<file path="config.mk">
export PLATFORM = sky130hd
export DESIGN_NAME = http_request_head_parser_flat
export DESIGN_NICKNAME = d
export VERILOG_FILES = /design/src/design/hrp_pkg.sv /design/src/design/hrp_if.sv /design/src/design/hrp_core.sv /design/src/design/hrp_res_fifo.sv /design/src/design/http_request_head_parser.sv /design/src/flat_wrapper.sv
export SDC_FILE = /design/constraint.sdc
export NUM_CORES = 1
export LEC_CHECK = 0
export ABC_AREA = 0
export BUFFER_PORTS_ARGS = -buffer_cell sky130_fd_sc_hd__buf_2
export CORE_MARGIN = 5
export CORE_UTILIZATION = 46
export DETAILED_ROUTE_END_ITERATION = 8
export SLEW_MARGIN = 20
export SYNTH_ARGS = -nofsm -noshare
export SYNTH_HDL_FRONTEND = slang
export SYNTH_HIERARCHICAL = 1
export SYNTH_SLANG_ARGS = --single-unit
</file>
<file path="constraint.sdc">
create_clock -name clk_i -period 6.55 [get_ports clk_i]
set_input_delay 1.965 -clock clk_i [delete_from_list [all_inputs] [get_ports clk_i]]
set_output_delay 1.965 -clock clk_i [all_outputs]
set_load 0.005 [all_outputs]
</file>
<file path="src/design/hrp_pkg.sv">
`default_nettype none

package hrp_pkg;

  // Width of the saturating header byte counter
  localparam int unsigned COUNT_BITS = 16;

  // Configuration reset values
  localparam logic [15:0] LIMIT_RESET = 16'(8 * 1024);
  localparam logic [3:0]  MAJOR_RESET = 4'd1;
  localparam logic [3:0]  MINOR_RESET = 4'd1;

  // Characters of interest
  localparam logic [7:0] CH_CR    = 8'h0D;
  localparam logic [7:0] CH_LF    = 8'h0A;
  localparam logic [7:0] CH_SP    = 8'h20;
  localparam logic [7:0] CH_COLON = 8'h3A;
  localparam logic [7:0] CH_SLASH = 8'h2F;
  localparam logic [7:0] CH_DOT   = 8'h2E;
  localparam logic [7:0] CH_H     = 8'h48;
  localparam logic [7:0] CH_T     = 8'h54;
  localparam logic [7:0] CH_P     = 8'h50;
  localparam logic [7:0] CH_0     = 8'h30;
  localparam logic [7:0] CH_9     = 8'h39;

  typedef enum logic [1:0] {
    CFG_LIMIT = 2'd0,
    CFG_MAJOR = 2'd1,
    CFG_MINOR = 2'd2
  } cfg_reg_e;

  typedef enum logic [2:0] {
    TK_NONE   = 3'd0,
    TK_METHOD = 3'd1,
    TK_PATH   = 3'd2,
    TK_NAME   = 3'd3,
    TK_VALUE  = 3'd4,
    TK_END    = 3'd5,
    TK_HEAD   = 3'd6,
    TK_ERR    = 3'd7
  } tok_kind_e;

  typedef enum logic [3:0] {
    ERR_NONE        = 4'd0,
    ERR_NO_METHOD   = 4'd1,
    ERR_NO_SLASH    = 4'd2,
    ERR_BAD_LITERAL = 4'd3,
    ERR_BAD_DIGIT   = 4'd4,
    ERR_VERSION     = 4'd5,
    ERR_NO_EOL      = 4'd6,
    ERR_NO_LF       = 4'd7,
    ERR_SP_BEFORE   = 4'd8,
    ERR_SP_AFTER    = 4'd9,
    ERR_TOO_BIG     = 4'd10
  } err_e;

  // Request line states, one-hot
  typedef enum logic [17:0] {
    LS_NOT_STARTED = 18'h00001,
    LS_METHOD      = 18'h00002,
    LS_SP_PATH     = 18'h00004,
    LS_PATH        = 18'h00008,
    LS_LIT_H       = 18'h00010,
    LS_LIT_T1      = 18'h00020,
    LS_LIT_T2      = 18'h00040,
    LS_LIT_P       = 18'h00080,
    LS_LIT_SL      = 18'h00100,
    LS_MAJOR       = 18'h00200,
    LS_DOT         = 18'h00400,
    LS_MINOR       = 18'h00800,
    LS_EOL         = 18'h01000,
    LS_LINE_CR     = 18'h02000,
    LS_LINE_LF     = 18'h04000,
    LS_HEAD_CR     = 18'h08000,
    LS_FIELDS      = 18'h10000,
    LS_DONE        = 18'h20000
  } line_state_e;

  // Header field states, one-hot
  typedef enum logic [8:0] {
    FS_NAME      = 9'h001,
    FS_COLON     = 9'h002,
    FS_SP_BEFORE = 9'h004,
    FS_VALUE     = 9'h008,
    FS_SP_AFTER  = 9'h010,
    FS_CR        = 9'h020,
    FS_LF        = 9'h040,
    FS_CR2       = 9'h080,
    FS_END       = 9'h100
  } field_state_e;

  // One result as it travels to the output
  typedef struct packed {
    tok_kind_e   kind;
    logic [7:0]  tbyte;
    err_e        err;
    logic        last;
  } res_t;

  // Results produced by one byte, written into the result queue together
  typedef struct packed {
    logic [1:0]  num;
    res_t        r0;
    res_t        r1;
  } push_t;

endpackage

`default_nettype wire

</file>
<file path="src/design/hrp_if.sv">
`default_nettype none

// Request byte channel
interface hrp_in_if;
  logic       valid;
  logic       ready;
  logic [7:0] data_byte;
  logic       new_request;

  modport source (output valid, output data_byte, output new_request, input ready);
  modport sink   (input valid, input data_byte, input new_request, output ready);
endinterface

// Token result channel
interface hrp_out_if;
  logic       valid;
  logic       ready;
  logic [2:0] token_kind;
  logic [7:0] token_byte;
  logic [3:0] error_code;
  logic       last;

  modport source (output valid, output token_kind, output token_byte, output error_code,
                  output last, input ready);
  modport sink   (input valid, input token_kind, input token_byte, input error_code,
                  input last, output ready);
endinterface

// Configuration write channel
interface hrp_cfg_if;
  logic        valid;
  logic        ready;
  logic [1:0]  index;
  logic [15:0] data;

  modport source (output valid, output index, output data, input ready);
  modport sink   (input valid, input index, input data, output ready);
endinterface

`default_nettype wire

</file>
<file path="src/design/hrp_core.sv">
`default_nettype none

module hrp_core #(
  parameter int unsigned CountBits = hrp_pkg::COUNT_BITS
) (
  input  wire logic          clk_i,
  input  wire logic          rst_ni,
  hrp_in_if.sink             in_ch,
  input  wire logic [15:0]   limit_i,
  input  wire logic [3:0]    major_i,
  input  wire logic [3:0]    minor_i,
  input  wire logic          room_i,
  output hrp_pkg::push_t     push_o
);

  localparam int unsigned CmpW = (CountBits > 16) ? CountBits : 16;

  // Input register
  logic                  s_valid_q;
  logic [7:0]            s_byte_q;
  logic                  s_new_q;
  logic                  step;

  // Parser state
  hrp_pkg::line_state_e  ls_q, ls_d, ls_cur;
  hrp_pkg::field_state_e fs_q, fs_d, fs_cur, fs_hb;
  logic [CountBits-1:0]  cnt_q, cnt_d, cnt_cur, cnt_inc;
  logic                  ne_q, ne_d, ne_cur;
  logic [3:0]            maj_q, maj_d, maj_cur;
  logic [3:0]            min_q, min_d, min_cur;
  logic                  fail_q, fail_d, fail_cur;
  hrp_pkg::err_e         err_q, err_d, err_cur;

  // Step scratch
  logic [7:0]            c;
  logic                  is_digit;
  logic                  hb;
  logic                  count_it;
  logic [1:0]            rn;
  hrp_pkg::tok_kind_e    rk0, rk1;
  logic [7:0]            rb0, rb1;

  assign step        = s_valid_q & room_i;
  assign in_ch.ready = ~s_valid_q | room_i;

  // Hold the accepted byte until the queue has room for its results
  always_ff @(posedge clk_i or negedge rst_ni) begin
    if (!rst_ni) begin
      s_valid_q <= 1'b0;
    end else if (in_ch.valid && in_ch.ready) begin
      s_valid_q <= 1'b1;
    end else if (step) begin
      s_valid_q <= 1'b0;
    end
  end

  always_ff @(posedge clk_i) begin
    if (in_ch.valid && in_ch.ready) begin
      s_byte_q <= in_ch.data_byte;
      s_new_q  <= in_ch.new_request;
    end
  end

  // Start from cleared state when the byte opens a new request
  always_comb begin
    c = s_byte_q;
    if (s_new_q) begin
      ls_cur   = hrp_pkg::LS_NOT_STARTED;
      fs_cur   = hrp_pkg::FS_NAME;
      cnt_cur  = '0;
      ne_cur   = 1'b1;
      maj_cur  = 4'd0;
      min_cur  = 4'd0;
      fail_cur = 1'b0;
      err_cur  = hrp_pkg::ERR_NONE;
    end else begin
      ls_cur   = ls_q;
      fs_cur   = fs_q;
      cnt_cur  = cnt_q;
      ne_cur   = ne_q;
      maj_cur  = maj_q;
      min_cur  = min_q;
      fail_cur = fail_q;
      err_cur  = err_q;
    end
  end

  assign is_digit = (c >= hrp_pkg::CH_0) && (c <= hrp_pkg::CH_9);
  assign cnt_inc  = (&cnt_cur) ? cnt_cur : cnt_cur + CountBits'(1);

  // Step the request line and header field machines for one byte
  always_comb begin
    ls_d     = ls_cur;
    fs_d     = fs_cur;
    fs_hb    = fs_cur;
    cnt_d    = cnt_cur;
    ne_d     = ne_cur;
    maj_d    = maj_cur;
    min_d    = min_cur;
    fail_d   = fail_cur;
    err_d    = err_cur;
    hb       = 1'b0;
    count_it = 1'b0;
    rn       = 2'd0;
    rk0      = hrp_pkg::TK_NONE;
    rk1      = hrp_pkg::TK_NONE;
    rb0      = c;
    rb1      = c;

    if (!fail_cur) begin
      unique case (ls_cur)
        hrp_pkg::LS_NOT_STARTED: begin
          if (c == hrp_pkg::CH_CR || c == hrp_pkg::CH_LF) begin
            ls_d = ls_cur;
          end else if (c == hrp_pkg::CH_SP) begin
            fail_d = 1'b1;
            err_d  = hrp_pkg::ERR_NO_METHOD;
          end else begin
            ls_d = hrp_pkg::LS_METHOD;
            rn   = 2'd1;
            rk0  = hrp_pkg::TK_METHOD;
          end
        end
        hrp_pkg::LS_METHOD: begin
          rn = 2'd1;
          if (c == hrp_pkg::CH_SP) begin
            ls_d = hrp_pkg::LS_SP_PATH;
            rk0  = hrp_pkg::TK_END;
          end else begin
            rk0 = hrp_pkg::TK_METHOD;
          end
        end
        hrp_pkg::LS_SP_PATH: begin
          if (c == hrp_pkg::CH_SP) begin
            ls_d = ls_cur;
          end else if (c != hrp_pkg::CH_SLASH) begin
            fail_d = 1'b1;
            err_d  = hrp_pkg::ERR_NO_SLASH;
          end else begin
            ls_d = hrp_pkg::LS_PATH;
            rn   = 2'd1;
            rk0  = hrp_pkg::TK_PATH;
          end
        end
        hrp_pkg::LS_PATH: begin
          rn = 2'd1;
          if (c == hrp_pkg::CH_SP) begin
            ls_d = hrp_pkg::LS_LIT_H;
            rk0  = hrp_pkg::TK_END;
          end else begin
            rk0 = hrp_pkg::TK_PATH;
          end
        end
        hrp_pkg::LS_LIT_H: begin
          if (c == hrp_pkg::CH_H) ls_d = hrp_pkg::LS_LIT_T1;
          else begin
            fail_d = 1'b1;
            err_d  = hrp_pkg::ERR_BAD_LITERAL;
          end
        end
        hrp_pkg::LS_LIT_T1: begin
          if (c == hrp_pkg::CH_T) ls_d = hrp_pkg::LS_LIT_T2;
          else begin
            fail_d = 1'b1;
            err_d  = hrp_pkg::ERR_BAD_LITERAL;
          end
        end
        hrp_pkg::LS_LIT_T2: begin
          if (c == hrp_pkg::CH_T) ls_d = hrp_pkg::LS_LIT_P;
          else begin
            fail_d = 1'b1;
            err_d  = hrp_pkg::ERR_BAD_LITERAL;
          end
        end
        hrp_pkg::LS_LIT_P: begin
          if (c == hrp_pkg::CH_P) ls_d = hrp_pkg::LS_LIT_SL;
          else begin
            fail_d = 1'b1;
            err_d  = hrp_pkg::ERR_BAD_LITERAL;
          end
        end
        hrp_pkg::LS_LIT_SL: begin
          if (c == hrp_pkg::CH_SLASH) ls_d = hrp_pkg::LS_MAJOR;
          else begin
            fail_d = 1'b1;
            err_d  = hrp_pkg::ERR_BAD_LITERAL;
          end
        end
        hrp_pkg::LS_MAJOR: begin
          if (!is_digit) begin
            fail_d = 1'b1;
            err_d  = hrp_pkg::ERR_BAD_DIGIT;
          end else begin
            maj_d = c[3:0];
            ls_d  = hrp_pkg::LS_DOT;
          end
        end
        hrp_pkg::LS_DOT: begin
          if (c == hrp_pkg::CH_DOT) ls_d = hrp_pkg::LS_MINOR;
          else begin
            fail_d = 1'b1;
            err_d  = hrp_pkg::ERR_BAD_LITERAL;
          end
        end
        hrp_pkg::LS_MINOR: begin
          if (!is_digit) begin
            fail_d = 1'b1;
            err_d  = hrp_pkg::ERR_BAD_DIGIT;
          end else begin
            min_d = c[3:0];
            ls_d  = hrp_pkg::LS_EOL;
          end
        end
        hrp_pkg::LS_EOL: begin
          // Version is checked ahead of the line end
          if (maj_cur != major_i || min_cur != minor_i) begin
            fail_d = 1'b1;
            err_d  = hrp_pkg::ERR_VERSION;
          end else if (c == hrp_pkg::CH_CR) begin
            ls_d = hrp_pkg::LS_LINE_CR;
          end else if (c == hrp_pkg::CH_LF) begin
            ls_d = hrp_pkg::LS_LINE_LF;
          end else begin
            fail_d = 1'b1;
            err_d  = hrp_pkg::ERR_NO_EOL;
          end
        end
        hrp_pkg::LS_LINE_CR: begin
          if (c == hrp_pkg::CH_LF) ls_d = hrp_pkg::LS_LINE_LF;
          else begin
            fail_d = 1'b1;
            err_d  = hrp_pkg::ERR_NO_LF;
          end
        end
        hrp_pkg::LS_LINE_LF: begin
          if (c == hrp_pkg::CH_CR) begin
            ls_d = hrp_pkg::LS_HEAD_CR;
          end else if (c == hrp_pkg::CH_LF) begin
            ls_d = hrp_pkg::LS_DONE;
            rn   = 2'd1;
            rk0  = hrp_pkg::TK_HEAD;
          end else begin
            // First header starts: handled as a byte after a line feed
            ls_d  = hrp_pkg::LS_FIELDS;
            fs_hb = hrp_pkg::FS_LF;
            hb    = 1'b1;
          end
        end
        hrp_pkg::LS_HEAD_CR: begin
          ls_d = hrp_pkg::LS_DONE;
          rn   = 2'd1;
          rk0  = hrp_pkg::TK_HEAD;
        end
        hrp_pkg::LS_FIELDS: begin
          hb = 1'b1;
        end
        default: begin
          ls_d = ls_cur;
        end
      endcase
    end

    // Header field byte
    if (hb) begin
      unique case (fs_hb)
        hrp_pkg::FS_NAME: begin
          if (c == hrp_pkg::CH_SP) begin
            fail_d = 1'b1;
            err_d  = ne_cur ? hrp_pkg::ERR_SP_BEFORE : hrp_pkg::ERR_SP_AFTER;
          end else begin
            count_it = 1'b1;
            rn       = 2'd1;
            if (c == hrp_pkg::CH_COLON) begin
              fs_d = hrp_pkg::FS_COLON;
              rk0  = hrp_pkg::TK_END;
            end else begin
              ne_d = 1'b0;
              rk0  = hrp_pkg::TK_NAME;
            end
          end
        end
        hrp_pkg::FS_COLON, hrp_pkg::FS_SP_BEFORE: begin
          count_it = 1'b1;
          if (c == hrp_pkg::CH_SP) begin
            fs_d = hrp_pkg::FS_SP_BEFORE;
          end else begin
            fs_d = hrp_pkg::FS_VALUE;
            rn   = 2'd1;
            rk0  = hrp_pkg::TK_VALUE;
          end
        end
        hrp_pkg::FS_VALUE, hrp_pkg::FS_SP_AFTER: begin
          count_it = 1'b1;
          if (c == hrp_pkg::CH_SP) begin
            fs_d = hrp_pkg::FS_SP_AFTER;
          end else if (c == hrp_pkg::CH_CR || c == hrp_pkg::CH_LF) begin
            fs_d = (c == hrp_pkg::CH_CR) ? hrp_pkg::FS_CR : hrp_pkg::FS_LF;
            ne_d = 1'b1;
            rn   = 2'd1;
            rk0  = hrp_pkg::TK_END;
          end else if (fs_hb == hrp_pkg::FS_SP_AFTER) begin
            // Fold the run of spaces into one space ahead of this byte
            fs_d = hrp_pkg::FS_VALUE;
            rn   = 2'd2;
            rk0  = hrp_pkg::TK_VALUE;
            rb0  = hrp_pkg::CH_SP;
            rk1  = hrp_pkg::TK_VALUE;
          end else begin
            fs_d = hrp_pkg::FS_VALUE;
            rn   = 2'd1;
            rk0  = hrp_pkg::TK_VALUE;
          end
        end
        hrp_pkg::FS_CR: begin
          if (c != hrp_pkg::CH_LF) begin
            fail_d = 1'b1;
            err_d  = hrp_pkg::ERR_NO_LF;
          end else begin
            fs_d     = hrp_pkg::FS_LF;
            count_it = 1'b1;
          end
        end
        hrp_pkg::FS_LF: begin
          count_it = 1'b1;
          if (c == hrp_pkg::CH_CR) begin
            fs_d = hrp_pkg::FS_CR2;
          end else if (c == hrp_pkg::CH_LF) begin
            fs_d = hrp_pkg::FS_END;
            ls_d = hrp_pkg::LS_DONE;
            rn   = 2'd1;
            rk0  = hrp_pkg::TK_HEAD;
          end else begin
            fs_d = hrp_pkg::FS_NAME;
            ne_d = 1'b0;
            rn   = 2'd1;
            rk0  = hrp_pkg::TK_NAME;
          end
        end
        hrp_pkg::FS_CR2: begin
          if (c != hrp_pkg::CH_LF) begin
            fail_d = 1'b1;
            err_d  = hrp_pkg::ERR_NO_LF;
          end else begin
            count_it = 1'b1;
            fs_d     = hrp_pkg::FS_END;
            ls_d     = hrp_pkg::LS_DONE;
            rn       = 2'd1;
            rk0      = hrp_pkg::TK_HEAD;
          end
        end
        default: begin
          fs_d = fs_cur;
        end
      endcase

      // Count the header byte and enforce the limit
      if (count_it) begin
        cnt_d = cnt_inc;
        if (CmpW'(cnt_inc) >= CmpW'(limit_i)) begin
          fail_d = 1'b1;
          err_d  = hrp_pkg::ERR_TOO_BIG;
        end
      end
    end
  end

  // Pack the results of this byte for the queue
  always_comb begin
    push_o = '0;
    if (fail_d) begin
      push_o.num = 2'd1;
      push_o.r0  = '{kind: hrp_pkg::TK_ERR, tbyte: c, err: err_d, last: 1'b1};
    end else if (rn == 2'd2) begin
      push_o.num = 2'd2;
      push_o.r0  = '{kind: rk0, tbyte: rb0, err: hrp_pkg::ERR_NONE, last: 1'b0};
      push_o.r1  = '{kind: rk1, tbyte: rb1, err: hrp_pkg::ERR_NONE, last: 1'b1};
    end else begin
      push_o.num = 2'd1;
      push_o.r0  = '{kind: rk0, tbyte: rb0, err: hrp_pkg::ERR_NONE, last: 1'b1};
    end
    if (!step) begin
      push_o.num = 2'd0;
    end
  end

  // Advance parser state on every stepped byte
  always_ff @(posedge clk_i or negedge rst_ni) begin
    if (!rst_ni) begin
      ls_q   <= hrp_pkg::LS_NOT_STARTED;
      fs_q   <= hrp_pkg::FS_NAME;
      cnt_q  <= '0;
      ne_q   <= 1'b1;
      maj_q  <= 4'd0;
      min_q  <= 4'd0;
      fail_q <= 1'b0;
      err_q  <= hrp_pkg::ERR_NONE;
    end else if (step) begin
      ls_q   <= ls_d;
      fs_q   <= fs_d;
      cnt_q  <= cnt_d;
      ne_q   <= ne_d;
      maj_q  <= maj_d;
      min_q  <= min_d;
      fail_q <= fail_d;
      err_q  <= err_d;
    end
  end

endmodule

`default_nettype wire

</file>
<file path="src/design/hrp_res_fifo.sv">
`default_nettype none

module hrp_res_fifo (
  input  wire logic          clk_i,
  input  wire logic          rst_ni,
  input  hrp_pkg::push_t     push_i,
  output logic               room_o,
  hrp_out_if.source          out_ch
);

  localparam int unsigned Depth = 4;
  localparam int unsigned PtrW  = $clog2(Depth);
  localparam int unsigned CntW  = $clog2(Depth + 1);

  hrp_pkg::res_t   mem_q [Depth];
  logic [PtrW-1:0] wr_q, wr_d, rd_q, rd_d;
  logic [CntW-1:0] cnt_q, cnt_d;
  logic            pop;
  hrp_pkg::res_t   head;

  // Room for a full pair of results
  assign room_o = (cnt_q <= CntW'(Depth - 2));
  assign pop    = out_ch.valid & out_ch.ready;
  assign head   = mem_q[rd_q];

  assign out_ch.valid      = (cnt_q != '0);
  assign out_ch.token_kind = head.kind;
  assign out_ch.token_byte = head.tbyte;
  assign out_ch.error_code = head.err;
  assign out_ch.last       = head.last;

  // Write one or two results per stepped byte
  always_ff @(posedge clk_i) begin
    if (push_i.num != 2'd0) begin
      mem_q[wr_q] <= push_i.r0;
    end
    if (push_i.num == 2'd2) begin
      mem_q[wr_q + PtrW'(1)] <= push_i.r1;
    end
  end

  always_comb begin
    wr_d  = wr_q + PtrW'(push_i.num);
    rd_d  = pop ? rd_q + PtrW'(1) : rd_q;
    cnt_d = cnt_q + CntW'(push_i.num) - CntW'(pop);
  end

  always_ff @(posedge clk_i or negedge rst_ni) begin
    if (!rst_ni) begin
      wr_q  <= '0;
      rd_q  <= '0;
      cnt_q <= '0;
    end else begin
      wr_q  <= wr_d;
      rd_q  <= rd_d;
      cnt_q <= cnt_d;
    end
  end

  a_push_fits: assert property (@(posedge clk_i) disable iff (!rst_ni)
    push_i.num != 2'd0 |-> cnt_q <= CntW'(Depth - 2))
    else $error("result pushed without room");

  a_never_over: assert property (@(posedge clk_i) disable iff (!rst_ni)
    cnt_q <= CntW'(Depth))
    else $error("result queue overfilled");

  a_pair_marked: assert property (@(posedge clk_i) disable iff (!rst_ni)
    push_i.num == 2'd2 |-> !push_i.r0.last && push_i.r1.last)
    else $error("folded pair marked wrongly");

  a_pair_whole: assert property (@(posedge clk_i) disable iff (!rst_ni)
    pop && !out_ch.last |=> cnt_q != '0)
    else $error("second result of a pair missing");

endmodule

`default_nettype wire

</file>
<file path="src/design/http_request_head_parser.sv">
`default_nettype none

// Channel   Dir  Payload                                         Role
// in_ch     in   data_byte[8], new_request[1]                    request bytes
// out_ch    out  token_kind[3], token_byte[8], error_code[4],    token results
//                last[1]
// cfg_ch    in   index[2], data[16]                              register writes
//
// One byte is accepted per cycle while the queue has room. A byte that closes
// a run of folded spaces yields two results; others yield one. Each byte
// passes the input register, then the parser step writes its results into
// the four-entry result queue, whose head drives out_ch. Input stalls only
// when the result queue cannot take a pair of results.
// Reset clears all parser state and loads the register defaults; no clear
// pass is needed. Configuration writes are taken every cycle.
module http_request_head_parser #(
  parameter int unsigned CountBits = hrp_pkg::COUNT_BITS
) (
  input  wire logic clk_i,
  input  wire logic rst_ni,
  hrp_in_if.sink    in_ch,
  hrp_out_if.source out_ch,
  hrp_cfg_if.sink   cfg_ch
);

  logic [15:0]    limit_q;
  logic [3:0]     major_q;
  logic [3:0]     minor_q;
  logic           room;
  hrp_pkg::push_t push;

  assign cfg_ch.ready = 1'b1;

  // Configuration registers; unknown indexes are dropped
  always_ff @(posedge clk_i or negedge rst_ni) begin
    if (!rst_ni) begin
      limit_q <= hrp_pkg::LIMIT_RESET;
      major_q <= hrp_pkg::MAJOR_RESET;
      minor_q <= hrp_pkg::MINOR_RESET;
    end else if (cfg_ch.valid && cfg_ch.ready) begin
      unique case (cfg_ch.index)
        hrp_pkg::CFG_LIMIT: limit_q <= cfg_ch.data;
        hrp_pkg::CFG_MAJOR: major_q <= cfg_ch.data[3:0];
        hrp_pkg::CFG_MINOR: minor_q <= cfg_ch.data[3:0];
        default: ;
      endcase
    end
  end

  hrp_core #(
    .CountBits(CountBits)
  ) u_core (
    .clk_i   (clk_i),
    .rst_ni  (rst_ni),
    .in_ch   (in_ch),
    .limit_i (limit_q),
    .major_i (major_q),
    .minor_i (minor_q),
    .room_i  (room),
    .push_o  (push)
  );

  hrp_res_fifo u_fifo (
    .clk_i  (clk_i),
    .rst_ni (rst_ni),
    .push_i (push),
    .room_o (room),
    .out_ch (out_ch)
  );

endmodule

`default_nettype wire
</file>
<file path="src/flat_wrapper.sv">
// flat-port wrapper written by rule: the top's interface ports become plain ports
module http_request_head_parser_flat 
#(
  parameter int unsigned CountBits = hrp_pkg::COUNT_BITS
)
  (clk_i, rst_ni, in_ch_valid, in_ch_data_byte, in_ch_new_request, in_ch_ready, out_ch_valid, out_ch_token_kind, out_ch_token_byte, out_ch_error_code, out_ch_last, out_ch_ready, cfg_ch_valid, cfg_ch_index, cfg_ch_data, cfg_ch_ready);
  hrp_in_if in_ch_i ();
  hrp_out_if out_ch_i ();
  hrp_cfg_if cfg_ch_i ();
  input  wire logic clk_i;
  input  wire logic rst_ni;
  input wire logic [$bits(in_ch_i.valid)-1:0] in_ch_valid;
  input wire logic [$bits(in_ch_i.data_byte)-1:0] in_ch_data_byte;
  input wire logic [$bits(in_ch_i.new_request)-1:0] in_ch_new_request;
  output wire logic [$bits(in_ch_i.ready)-1:0] in_ch_ready;
  output wire logic [$bits(out_ch_i.valid)-1:0] out_ch_valid;
  output wire logic [$bits(out_ch_i.token_kind)-1:0] out_ch_token_kind;
  output wire logic [$bits(out_ch_i.token_byte)-1:0] out_ch_token_byte;
  output wire logic [$bits(out_ch_i.error_code)-1:0] out_ch_error_code;
  output wire logic [$bits(out_ch_i.last)-1:0] out_ch_last;
  input wire logic [$bits(out_ch_i.ready)-1:0] out_ch_ready;
  input wire logic [$bits(cfg_ch_i.valid)-1:0] cfg_ch_valid;
  input wire logic [$bits(cfg_ch_i.index)-1:0] cfg_ch_index;
  input wire logic [$bits(cfg_ch_i.data)-1:0] cfg_ch_data;
  output wire logic [$bits(cfg_ch_i.ready)-1:0] cfg_ch_ready;
  assign in_ch_i.valid = in_ch_valid;
  assign in_ch_i.data_byte = in_ch_data_byte;
  assign in_ch_i.new_request = in_ch_new_request;
  assign in_ch_ready = in_ch_i.ready;
  assign out_ch_valid = out_ch_i.valid;
  assign out_ch_token_kind = out_ch_i.token_kind;
  assign out_ch_token_byte = out_ch_i.token_byte;
  assign out_ch_error_code = out_ch_i.error_code;
  assign out_ch_last = out_ch_i.last;
  assign out_ch_i.ready = out_ch_ready;
  assign cfg_ch_i.valid = cfg_ch_valid;
  assign cfg_ch_i.index = cfg_ch_index;
  assign cfg_ch_i.data = cfg_ch_data;
  assign cfg_ch_ready = cfg_ch_i.ready;
  http_request_head_parser #(.CountBits(CountBits)) u_core (.clk_i(clk_i), .rst_ni(rst_ni), .in_ch(in_ch_i), .out_ch(out_ch_i), .cfg_ch(cfg_ch_i));
endmodule
</file>
==> out/summary.txt <==
Synth async-reset ratio -> 54.9%
die area -> 27000 um2
Synth top area share -> 20.0%
P&R area growth vs syn -> 9.34%
Distinct cells, synth -> 108
Critical R2R Launch -> u_core/u_core/s_new_q
CTS Sinks -> 162
initial antenna violation count -> 0
largest net degree at the start of global routing -> 49
core area -> 23500 um2
Syn Std Cell Area -> 10900 um2
Pre-antenna DRT Iters -> 5
CP top delay family -> simple AND/OR/NAND/NOR gates
wire per inst -> 21.2 um
TritonCTS clock tree -> built
Syn Inst Count -> 1059
CP cell instances -> buf_4 > nor2b_1 > nand3_1 > a211oi_1 > nand3_1 > or2_1 > xor2_1 > nor2_1 > ha_1 > nand2_1 > nor2_1 > o211ai_1 > o21ai_0 > nand3_2 > and3b_1 > and3_4 > nor2_1 > nand4b_2 > mux2_2
Leak -> 4.65 nW
sequential cell area -> 4430 um2
Final Skew -> 0.0133 ns
Skew-Pair Late Insertion Delay -> 0.43 ns
r2r setup slk -> 0.72 ns
share of cells above drive strength 1 -> 23.5%
GPL Wtd Cong -> 0.951
PwrDens -> 309 nW/um2
cell mode on critical path -> nor2_1
post-synthesis register bit count -> 162
worst slew pin tran -> 0.896 ns
Max-Cap Viols -> 0
outcome -> completed
# fillers -> 2135
Post-synth EDFFs -> 73
chip width -> 164 um
Hold-fix buffers, CTS -> 0
DP HPWL -> 21.5 mm
antenna cell count -> 0
final wirelength -> 30.2 mm
synthesized area per cell -> 10.3 um2
first-pass GRT wire length -> 47.6 mm
worst endpoint required time -> 6.72 ns
Chip Height -> 164 um
Post-DRT Antenna Nets -> 0
dominant cell type by area after synthesis -> edfxtp_1
Startpoint Class -> flop
largest stage delay on the critical path -> 0.59 ns
critical path endpoint category -> flop
number of port buffers -> 49
Final Hold Vio Count -> 0
Final Non-Filler Cells -> 1422
initial detailed-routing violation count -> 938
CTS buffer count -> 17
setup repair after global routing missed its margin -> false
Nets -> 1144
Slew headroom -> 39.8%
Crit Path Max Fanout -> 20
Buf/Inv on CP -> 1
top cells by area, synth -> edfxtp_1 20%, dfrtp_1 19%, mux2_2 8.1%
Placed Instances -> 1390
Initial Util -> 46.6%
Slew Viols, Final -> 0
via count -> 8672
fin crit share -> 89.1%
Setup crit end -> u_core/u_fifo/mem_q[0][12]
area of the multi-input gates -> 6030 um2
sequential area share after synthesis -> 40.5%
fin util -> 51.0%
Crit-path slowest cell -> a211oi_1
Crit path arrival time -> 6.00 ns
DRC Markers -> 0
Bufs on Longest Clock Path -> 2
CTS HTree Levels -> 4
GR Overflow Total -> 0
Worst Setup SP -> u_core/u_core/s_new_q
vias in the first global route -> 8445
post_cts resized -> 0
root buf cell -> clkbuf_16
FMAX -> 0.171 GHz
Worst Path Class, Setup -> reg -> reg
Worst-path clk slew -> 0.07 ns
IO Count -> 51
Post CTS Setup Buffer Count -> 0
std cell rows -> 56
Hold WC Path Type -> reg -> reg
Via density -> 6.10
Crit. path cell count -> 19
Fin Setup TNS -> 0 ns
global-route usage over all layers -> 22.7%
RR Endpoint -> u_core/u_fifo/mem_q[0][12]
final setup fails -> 0
Top FF cell, synth -> dfrtp_1
post-route minimum period -> 5.83 ns
Syn. warnings -> 6
FF-to-FF path depth -> 19
Peak supply drop -> 0.181 mV
-- cells by family after synthesis --
logic type | Yosys count | synth area share, %
flops | 162 | 40.5
simple gates | 426 | 22.8
mux | 109 | 13.2
fa+ha+maj | 22 | 2.58
compound gates | 202 | 13.2
other cells | 2 | 0.0686
buf+inv | 97 | 4.64
xor+xnor | 39 | 3.12
-- cell usage after synthesis (6+ instances only) --
cell	count
nand2_1	95
dfrtp_1	83
mux2_2	79
nor2_1	76
edfxtp_1	73
nand3_1	46
a21oi_1	42
o21ai_0	31
inv_1	30
clkbuf_1	25
xnor2_1	25
and2_1	23
nor3_1	22
ha_1	21
nand4_1	21
buf_2	19
nor2b_1	18
a22o_1	16
mux4_2	16
nor4_1	15
nand2b_1	14
xor2_1	14
o211ai_1	13
buf_4	10
mux2_4	10
and3_1	9
a31oi_1	8
buf_6	8
nand3b_1	8
nor3b_1	7
o21ai_1	7
or3_1	7
a21o_1	6
dfstp_2	6
nor4_4	6
nor4b_1	6
o31ai_1	6
-- area by class of cell --
cell class,instances,area share [%]
clock inverters,14,1.16
repair buffers,72,3.51
well taps,319,3.34
multi-input cells,805,50.4
clock buffers,18,3.59
inverters,32,1.00
flip-flops and latches,162,37.0
-- routing by layer --
| metal | share of wire, % | global-route usage, % |
|---|---|---|
| met5 | 0 | 0 |
| met1 | 45 | 31.7 |
| met2 | 47 | 35.8 |
| met4 | 2.0 | 6.94 |
| met3 | 6.8 | 4.49 |
-- worst reg2reg max path, cell delays in order, from the launching register on --
cell and delay [ns]:
edfxtp_1 0.50, buf_4 0.25, nor2b_1 0.19, nand3_1 0.13, a211oi_1 0.59, nand3_1 0.23, or2_1 0.29, xor2_1 0.14
nor2_1 0.07, ha_1 0.30, nand2_1 0.06, nor2_1 0.11, o211ai_1 0.10, o21ai_0 0.43, nand3_2 0.19, and3b_1 0.23
and3_4 0.23, nor2_1 0.58, nand4b_2 0.58, mux2_2 0.41
-- metrics by stage --
stage | power [mW] | setup slack (ns) | hold WS, ns | area (um2)
after global routing | 3.90 | 0.303 | 0.532 | 12000
after global placement | 2.73 | 0.908 | 0.482 | 11400
after detailed placement | 2.74 | 0.742 | 0.489 | 11400
final | 3.70 | 0.716 | 0.512 | 12000
after floorplan | 2.31 | 0.522 | 0.456 | 11000
after CTS | 3.72 | 0.710 | 0.513 | 12000
-- where the power goes --
group / internal [mW] / leakage, nW / total [mW] / switching, mW
Sequential: 1.29 / 1.82 / 1.47 / 0.179
Combinational: 0.514 / 2.56 / 1.26 / 0.743
Clock: 0.506 / 0.270 / 0.972 / 0.466
Total: 2.31 / 4.65 / 3.70 / 1.39
-- flip-flops by register name, summed over array words and instances (netlist names), 2 cells and up --
register,flops
u_core/u_fifo/mem_q,64
u_core/u_core/ls_q,18
u_core/limit_q,16
u_core/u_core/cnt_q,16
u_core/u_core/fs_q,9
u_core/u_core/c,8
u_core/major_q,4
u_core/minor_q,4
u_core/u_core/err_q,4
u_core/u_core/maj_q,4
u_core/u_core/min_q,4
u_core/u_fifo/cnt_q,3
u_core/u_fifo/rd_q,2
u_core/u_fifo/wr_q,2
-- worst min-delay path by stage --
stage | start | endpoint | slack [ns] | depth (start not counted)
2_1_floorplan | u_core/u_core/err_q[2] | u_core/u_core/err_q[2] | 0.46 | 2
3_3_place_gp | u_core/u_core/err_q[2] | u_core/u_core/err_q[2] | 0.48 | 2
3_5_place_dp | u_core/u_core/err_q[2] | u_core/u_core/err_q[2] | 0.49 | 2
4_1_cts | u_core/u_core/err_q[2] | u_core/u_core/err_q[2] | 0.51 | 2
5_1_grt | u_core/limit_q[4] | u_core/limit_q[4] | 0.53 | 1
6_report | u_core/limit_q[15] | u_core/limit_q[15] | 0.51 | 1
-- cells in the final DEF, fill, tap and decap left out, types with 6 or more instances in the layout --
| master | count |
|---|---|
| a21o_1 | 6 |
| and3_1 | 9 |
| nor4b_1 | 6 |
| xnor2_1 | 25 |
| and2_1 | 23 |
| mux4_2 | 16 |
| nor3_1 | 22 |
| dfrtp_1 | 83 |
| o21ai_1 | 7 |
| nor3b_1 | 7 |
| nand4_1 | 21 |
| clkbuf_16 | 17 |
| a21oi_1 | 41 |
| nand2b_1 | 14 |
| nand3b_1 | 8 |
| o211ai_1 | 13 |
| mux2_2 | 79 |
| buf_4 | 24 |
| mux2_4 | 10 |
| nand3_1 | 46 |
| nand2_1 | 95 |
| edfxtp_1 | 73 |
| a22o_1 | 16 |
| nor4_4 | 6 |
| o31ai_1 | 6 |
| o21ai_0 | 31 |
| nor2_1 | 76 |
| buf_2 | 48 |
| dfstp_2 | 6 |
| nor2b_1 | 18 |
| or3_1 | 7 |
| inv_1 | 30 |
| nor4_1 | 15 |
| ha_1 | 21 |
| a31oi_1 | 8 |
| xor2_1 | 14 |
| conb_1 | 7 |
Note: power is estimated with default switching activity, not from simulation.
